[src/rtl/hpmc_pkg.sv]
// ----------------------------------------------------------------------------
// hpmc_pkg
// Shared types and byte arithmetic for the half-pel motion compensation block.
// ----------------------------------------------------------------------------
package hpmc_pkg;

   localparam int NUM_REF_BYTES = 17;
   localparam int MAX_ROW_BYTES = 16;
   localparam int HALF_ROW_BYTES = 8;
   localparam int REF_BITS = NUM_REF_BYTES * 8;

   typedef struct packed {
      logic        kind;
      logic        half_x;
      logic        half_y;
      logic        average_dest;
      logic        wide;
      logic [63:0] ref_low;
      logic [63:0] ref_high;
      logic [7:0]  ref_extra;
      logic [63:0] dest_low;
      logic [63:0] dest_high;
      logic        last_row;
   } req_type;

   typedef struct packed {
      logic [63:0] out_low;
      logic [63:0] out_high;
      logic        out_last;
   } rsp_type;

   localparam logic KIND_STORE = 1'b0;
   localparam logic KIND_PROCESS = 1'b1;

   function automatic logic [7:0] avg2(input logic [7:0] a, input logic [7:0] b);
      logic [8:0] sum;
      sum = {1'b0, a} + {1'b0, b} + 9'd1;
      return sum[8:1];
   endfunction

endpackage

[src/rtl/hpmc_row_pred.sv]
// ----------------------------------------------------------------------------
// hpmc_row_pred
// Combinational prediction of one row from the current and stored reference
// rows, with optional horizontal, vertical and destination averaging.
// ----------------------------------------------------------------------------
module hpmc_row_pred import hpmc_pkg::*; #(
   parameter int ROW_BYTES = 16
) (
   input  req_type               req,
   input  logic [REF_BITS-1:0]   prev_ref,
   output rsp_type               pred
);

   localparam int EFF_BYTES = (ROW_BYTES > MAX_ROW_BYTES) ? MAX_ROW_BYTES :
                              (ROW_BYTES < HALF_ROW_BYTES) ? HALF_ROW_BYTES : ROW_BYTES;

   logic [REF_BITS-1:0]        cur_ref;
   logic [MAX_ROW_BYTES*8-1:0] dest;
   logic [MAX_ROW_BYTES*8-1:0] row;

   assign cur_ref = {req.ref_extra, req.ref_high, req.ref_low};
   assign dest = {req.dest_high, req.dest_low};

   always_comb begin
      logic [7:0] p;
      logic [7:0] q;
      row = '0;
      for (int i = 0; i < MAX_ROW_BYTES; i++) begin
         p = req.half_x ? avg2(cur_ref[i*8 +: 8], cur_ref[(i+1)*8 +: 8])
                        : cur_ref[i*8 +: 8];
         q = req.half_x ? avg2(prev_ref[i*8 +: 8], prev_ref[(i+1)*8 +: 8])
                        : prev_ref[i*8 +: 8];
         if (req.half_y) begin
            p = avg2(q, p);
         end
         if (req.average_dest) begin
            p = avg2(p, dest[i*8 +: 8]);
         end
         if (i < HALF_ROW_BYTES || (req.wide && i < EFF_BYTES)) begin
            row[i*8 +: 8] = p;
         end
      end
   end

   assign pred.out_low = row[63:0];
   assign pred.out_high = row[127:64];
   assign pred.out_last = req.last_row;

endmodule

[src/rtl/half_pel_motion_compensation.sv]
// ----------------------------------------------------------------------------
// half_pel_motion_compensation
// Half-pel row prediction with one row per word and a stored reference row.
//
//   channel   direction  handshake            payload
//   req_      in         req_valid/req_stall  req_word (req_type)
//   rsp_      out        rsp_valid/rsp_stall  rsp_word (rsp_type)
//
// One word per cycle while req_stall is low; a taken word passes the input
// register and the row logic into the result register, which drives rsp_valid.
// Store-only words update the reference row and produce no result.
// Reset clears both valid flags and the stored reference row.
// A stalled result holds; the input register still drains store-only words.
// ----------------------------------------------------------------------------
module half_pel_motion_compensation import hpmc_pkg::*; #(
   parameter int ROW_BYTES = 16
) (
   input  logic    clock,
   input  logic    reset,
   input  logic    req_valid,
   output logic    req_stall,
   input  req_type req_word,
   output logic    rsp_valid,
   input  logic    rsp_stall,
   output rsp_type rsp_word
);

   logic                s1_valid_ff, s1_valid_in;
   req_type             s1_req_ff, s1_req_in;
   logic [REF_BITS-1:0] prev_ref_ff, prev_ref_in;
   logic                rsp_valid_ff, rsp_valid_in;
   rsp_type             rsp_word_ff, rsp_word_in;
   rsp_type             pred;
   logic                out_free;
   logic                s1_adv;
   logic                s1_emit;
   logic                req_acc;

   hpmc_row_pred #(
      .ROW_BYTES (ROW_BYTES)
   ) u_row_pred (
      .req      (s1_req_ff),
      .prev_ref (prev_ref_ff),
      .pred     (pred)
   );

   assign out_free = !rsp_valid_ff || !rsp_stall;
   assign s1_adv = s1_valid_ff && (s1_req_ff.kind == KIND_STORE || out_free);
   assign s1_emit = s1_adv && s1_req_ff.kind == KIND_PROCESS;
   assign req_stall = s1_valid_ff && !s1_adv;
   assign req_acc = req_valid && !req_stall;

   always_comb begin
      s1_valid_in = s1_valid_ff;
      if (req_acc) begin
         s1_valid_in = 1'b1;
      end else if (s1_adv) begin
         s1_valid_in = 1'b0;
      end
      s1_req_in = req_acc ? req_word : s1_req_ff;
      prev_ref_in = s1_adv ? {s1_req_ff.ref_extra, s1_req_ff.ref_high, s1_req_ff.ref_low}
                           : prev_ref_ff;
      rsp_valid_in = out_free ? s1_emit : rsp_valid_ff;
      rsp_word_in = s1_emit ? pred : rsp_word_ff;
   end

   always_ff @(posedge clock) begin
      if (reset) begin
         s1_valid_ff <= 1'b0;
         rsp_valid_ff <= 1'b0;
         prev_ref_ff <= '0;
      end else begin
         s1_valid_ff <= s1_valid_in;
         rsp_valid_ff <= rsp_valid_in;
         prev_ref_ff <= prev_ref_in;
      end
   end

   always_ff @(posedge clock) begin
      s1_req_ff <= s1_req_in;
      rsp_word_ff <= rsp_word_in;
   end

   assign rsp_valid = rsp_valid_ff;
   assign rsp_word = rsp_word_ff;

   a_stall_needs_item: assert property (@(posedge clock) disable iff (reset)
      req_stall |-> s1_valid_ff)
      else $error("input stalled with empty input register");

   a_rsp_from_process: assert property (@(posedge clock) disable iff (reset)
      (!$past(reset) && $rose(rsp_valid_ff)) |-> $past(s1_emit))
      else $error("result raised without a processed row");

   a_ref_hold: assert property (@(posedge clock) disable iff (reset)
      (!$past(reset) && !$past(s1_adv)) |-> $stable(prev_ref_ff))
      else $error("reference row changed without an advancing word");

endmodule
[config.mk]
export PLATFORM = sky130hd
export DESIGN_NAME = half_pel_motion_compensation
export DESIGN_NICKNAME = d
export VERILOG_FILES = /design/src/rtl/hpmc_pkg.sv /design/src/rtl/hpmc_row_pred.sv /design/src/rtl/half_pel_motion_compensation.sv
export SDC_FILE = /design/constraint.sdc
export NUM_CORES = 2
export LEC_CHECK = 0
export BUFFER_PORTS_ARGS = -buffer_cell sky130_fd_sc_hd__clkbuf_2
export CAP_MARGIN = 40
export CORE_AREA = 2 2 313 315
export CTS_CLUSTER_DIAMETER = 120
export DETAILED_ROUTE_END_ITERATION = 10
export DIE_AREA = 0 0 315 317
export GPL_ROUTABILITY_DRIVEN = 0
export PLACE_DENSITY = 0.73
export SYNTH_ARGS = -nofsm -noshare
export SYNTH_HDL_FRONTEND = slang
export SYNTH_HIERARCHICAL = 1
export SYNTH_SLANG_ARGS = --single-unit
[constraint.sdc]
create_clock -name clock -period 19.5 [get_ports clock]
set_input_delay 0 -clock clock [delete_from_list [all_inputs] [get_ports clock]]
set_output_delay 0 -clock clock [all_outputs]
set_load 0.005 [all_outputs]
Word-level counts from Yosys, hierarchy flattened
Index checks and enable logic that the tools add are counted.

word-level totals
  register bits after elaboration = 537
  output and inout bits = 131
  input port bits = 274
  logic and storage cells = 223

operators by class
  $add $sub $neg = 128
  bitwise operators = 1
  mux-type cells = 66
  reduce and logical (&&, ||, !) cells = 11

operators with widths
  cell                   number
  $add A8 B8 Y9          64
  $add A9 B1 Y9 const B  64
  $mux W8                64
  $logic_and A1 B1 Y1    4
  $logic_not A1 Y1       4
  $logic_or A1 B1 Y1     2
  $mux W1                2
  $reduce_bool A2 Y1     1
  $not A1 Y1             1

Depth between registers and ports, before layout
  depth in word-level cells = 9
  mapped depth = 24
  depth with buffers taken out = 23

By module
The synthesis kept the hierarchy.

by module, submodules not included
  module                        seq. area each (um2)  area each (um2)  cells an instance  times used
  hpmc_row_pred                 0.0                   24708.7          3493               1
  half_pel_motion_compensation  14744.1               18283.8          1000               1

Least setup slack after synthesis
No wires, ideal clock.

  kind = flip-flop to flip-flop
  start point = reg s1_req_ff[269] (netlist bit)
  end point = reg s1_req_ff[0] (netlist bit) (enable)
  setup time = 0.907 ns
  required time = 18.593 ns
  arrival = 11.854 ns
  buffers on the path = 0
  stages on the path, launching flop included = 4
  clock period less this slack = 12.761 ns
  slack = 6.739 ns
  cell sequence = edfxtp_1 nand4_1 inv_1 nor2_1

between the ends
  longest elaborated chain between the ends = 7

RTL lines
  element                 line                                source
  start, declared         half_pel_motion_compensation.sv:29  req_type s1_req_ff, s1_req_in;
  start signal, assigned  half_pel_motion_compensation.sv:80  s1_req_ff <= s1_req_in;
  $not A1 Y1              half_pel_motion_compensation.sv:48  assign s1_adv = s1_valid_ff && (s1_req_ff.kind == KIND_STORE || out_free);
  $logic_or A1 B1 Y1      half_pel_motion_compensation.sv:48
  $logic_and A1 B1 Y1     half_pel_motion_compensation.sv:48
  $logic_not A1 Y1        half_pel_motion_compensation.sv:50  assign req_stall = s1_valid_ff && !s1_adv;
  $logic_and A1 B1 Y1     half_pel_motion_compensation.sv:50
  named net req_stall     half_pel_motion_compensation.sv:21  output logic req_stall,
  $logic_not A1 Y1        half_pel_motion_compensation.sv:51  assign req_acc = req_valid && !req_stall;
  $logic_and A1 B1 Y1     half_pel_motion_compensation.sv:51
  named net req_acc       half_pel_motion_compensation.sv:37  logic req_acc;

The timed path passes the listed nets, and every way through them passes these cells.
A chain may end at the register's enable or synchronous reset.

==> flow_metrics.py <==
metrics = {
    "pwr": {
        "netSwitchingPower_w": 0.00137,
        "seqPwrFrac_pct": 33.5,
        "p_per_area_nw_per_um2": 81.0,
        "internal-power_w": 0.00279,
        "vdd_drop_max_v": 0.0000759,
        "leakage_nw": 21.5,
        "switching_share_pct": 33.0,
        "total_power_w": 0.00416,
        "clock_power_share_pct": 32.7,
        "power_frac_comb_pct": 33.8,
    },
    "die": {
        "core-area_um2": 96300,
        "num_rows": 114,
        "ios": 405,
        "initial_core_util_pct": 44.7,
        "fp.dieW_um": 315,
        "die_height_um": 317,
        "die_area_um2": 99900,
    },
    "clock_network": {
        "clkTransAtPathRegs_ns": 0.06,
        "clock_latency_ns": 0.66,
        "cts.sinks": 537,
        "cts_buffers": 70,
        "cts.htree.levels": 3,
        "clockBufferDepth": 3,
        "root_buffer": "clkbuf_16",
        "cts_resized": 0,
        "hold_buffers": 276,
        "post-cts-setup-buffer-count": 0,
        "cts_tree": "yes",
    },
    "logic_synthesis": {
        "async_flop_share_pct": 0,
        "syn-instance-count": 4493,
        "ys_types": 87,
        "synth_area_leaders": "edfxtp_1 (28%), ha_1 (13%), dfxtp_1 (6.4%)",
        "syn_area_per_cell_um2": 9.57,
        "yosys_register_bits": 537,
        "syn_area_um2": 43000,
        "synth_flop_cell": "edfxtp_1",
        "synthesis.nets": 5279,
        "yosysSeqAreaShare_pct": 34.3,
        "synth_top_area_share_pct": 27.9,
        "ys_warn_count": 6,
        "synth_top_area_cell": "edfxtp_1",
        "synth_edf_count": 399,
    },
    "timing": {
        "slew_violations": 0,
        "max_freq_mhz": 168,
        "hold-worst-slack_ns": 0.0484,
        "finalCritPeriodShare_pct": 30.6,
        "finalHoldViolations": 0,
        "setup_tns_ns": 0,
        "tightest_slew_ns": 1.04,
        "relSlewSlack_pct": 31.0,
        "finClkSkew_ns": 0.0284,
        "finalSetupViolCount": 0,
        "grt_setup_unrepaired": "no",
        "period_needed_ns": 5.96,
    },
    "final_layout": {
        "drive_gt1_share_pct": 13.5,
        "register_area_um2": 14700,
        "layout_common_cells": "ha_1 (448), clkbuf_2 (403), edfxtp_1 (399), a21oi_1 (351), nand2b_1 (326)",
        "instances_no_fill": 6455,
        "multi_input_area_um2": 26500,
        "final_common_cell": "ha_1",
        "fill_cells": 8469,
        "final_nets": 5907,
        "syn_to_final_growth_pct": 19.4,
    },
    "global_route": {
        "grt_pass1_wl_um": 193000,
        "track_usage_pct": 24.6,
        "grt_max_degree": 186,
        "overflow": 0,
        "grt_pass1_vias": 35639,
        "antenna_found_initial": 8,
    },
    "routing": {
        "vias": 36634,
        "dr.pass1.iters": 9,
        "drt_wl_total_um": 127000,
        "avgViaCountPerCell": 5.68,
        "drtAntennaViolNets": 0,
        "routedWlPerCell_um": 19.6,
        "drtIter0Drc": 2725,
        "drc": 2,
    },
    "status": {
        "violations": "design-rule violations",
        "outcome": "finished, violations left",
    },
    "place": {
        "dp_hpwl_um": 91000,
        "portBuffers": 404,
        "place_inst": 6049,
    },
    "flow_run": {
        "maxCapViolCount": 0,
    },
    "worst_setup_path": {
        "critPathLaunchType": "register",
        "arrival_ns": 6.35,
        "cp_max_fo": 185,
        "worstSetupPathType": "register to register",
        "endpoint_kind": "register",
        "reg2reg_slack_ns": 13.54,
        "crit_required_ns": 19.89,
    },
    "worst_hold_path": {
        "hold_class": "input pin to register",
    },
}
==> logic make-up (layout without fill, tap and decap cells) <==
family          count (synthesis)  in the layout  share of synthesized area (%)
compound gates               1272           1272                           19.2
simple gates                 1297           1297                           15.5
buf+inv                       392           1072                           4.12
xor+xnor                      226            226                           4.60
other cells                     0              6                              0
flops                         537            537                           34.3
mux                           257            257                           6.26
fa+ha+maj                     512            512                           16.0
==> synthesized netlist by cell type, drive strengths merged (20+ instances only) <==
cell	count
a211oi	41
nor2	296
o21bai	50
o211ai	20
clkbuf	91
dfxtp	138
fa	64
or3	29
xor2	56
and2	25
mux2	94
nand2	248
or2	28
buf	69
nand3	44
o31ai	56
o211a	23
a31oi	34
a21oi	351
inv	231
a21o	67
ha	448
nand3b	51
o21a	119
mux2i	163
a22o	22
nor2b	76
nor3	120
a21boi	23
xnor2	170
nand2b	326
o21ai	310
edfxtp	399
==> worst paths after layout <==
path	from	endpoint	depth (start not counted)
setup / recovery	s1_req_ff[268]	rsp_word[103]	20
hold / removal	req_word[174]	s1_req_ff[174]	2
setup reg to reg	s1_req_ff[268]	rsp_word[103]	20
hold reg to reg	s1_req_ff[0]	rsp_word[0]	0
==> metal layers <==
| metal | vias up | global-route usage [%] | share of wire (%) |
|---|---|---|---|
| li1 | 17722 | - | - |
| met1 | 17422 | 30.7 | 42 |
| met2 | 1189 | 42.1 | 48 |
| met3 | 301 | 3.44 | 5.7 |
| met4 | 0 | 11.4 | 4.5 |
| met5 | - | 0 | 0 |
==> sequential cells by signal, indices dropped and copies added (netlist names) <==
signal       count
rsp_valid        1
s1_valid_ff      1
s1_req_ff      270
prev_ref_ff    136
rsp_word       129
==> worst max-delay path: stages (launching register included) <==
cell and delay, ns:
edfxtp_1 0.41, buf_12 0.22, inv_6 0.55, buf_4 0.64, buf_4 0.67, nor3b_1 0.10, a21oi_1 0.15, inv_1 0.07
ha_1 0.35, a21o_1 0.19, a21oi_1 0.25, o21bai_1 0.10, a21oi_1 0.17, xor2_1 0.09, a2bb2oi_1 0.30, ha_1 0.35
or3_1 0.32, o21ai_0 0.08, a21oi_1 0.07, xor2_1 0.15, mux2_2 0.26
==> power by group through the flow <==
stage | combinational [W] | sequential (W) | clock, W
detailed placement | 0.00133 | 0.00142 | 0
CTS | 0.00139 | 0.00139 | 0.00139
floorplan | 0.00105 | 0.00139 | 0
finish | 0.00141 | 0.00139 | 0.00136
global route | 0.00156 | 0.00140 | 0.00143
global placement | 0.00129 | 0.00142 | 0
==> stage by stage <==
stage | area (um^2) | util [%] | worst slack (ns)
floorplan | 43000 | - | 6.74
global placement | 46000 | 47.7 | 13.61
detailed placement | 46200 | 48.0 | 13.54
CTS | 51300 | 53.3 | 13.53
global route | 51300 | 53.3 | 13.09
finish | 51300 | 53.3 | 13.54
==> layout make-up <==
type	count	area share (%)
antenna	6	0.0293
clock buffer	82	3.54
clock inverter	42	1.07
inverter	232	1.71
multi-input combinational	3564	51.6
sequential	537	28.7
tap	1276	3.11
timing repair buffer	716	10.2
Power figures use the tool's default switching activity.
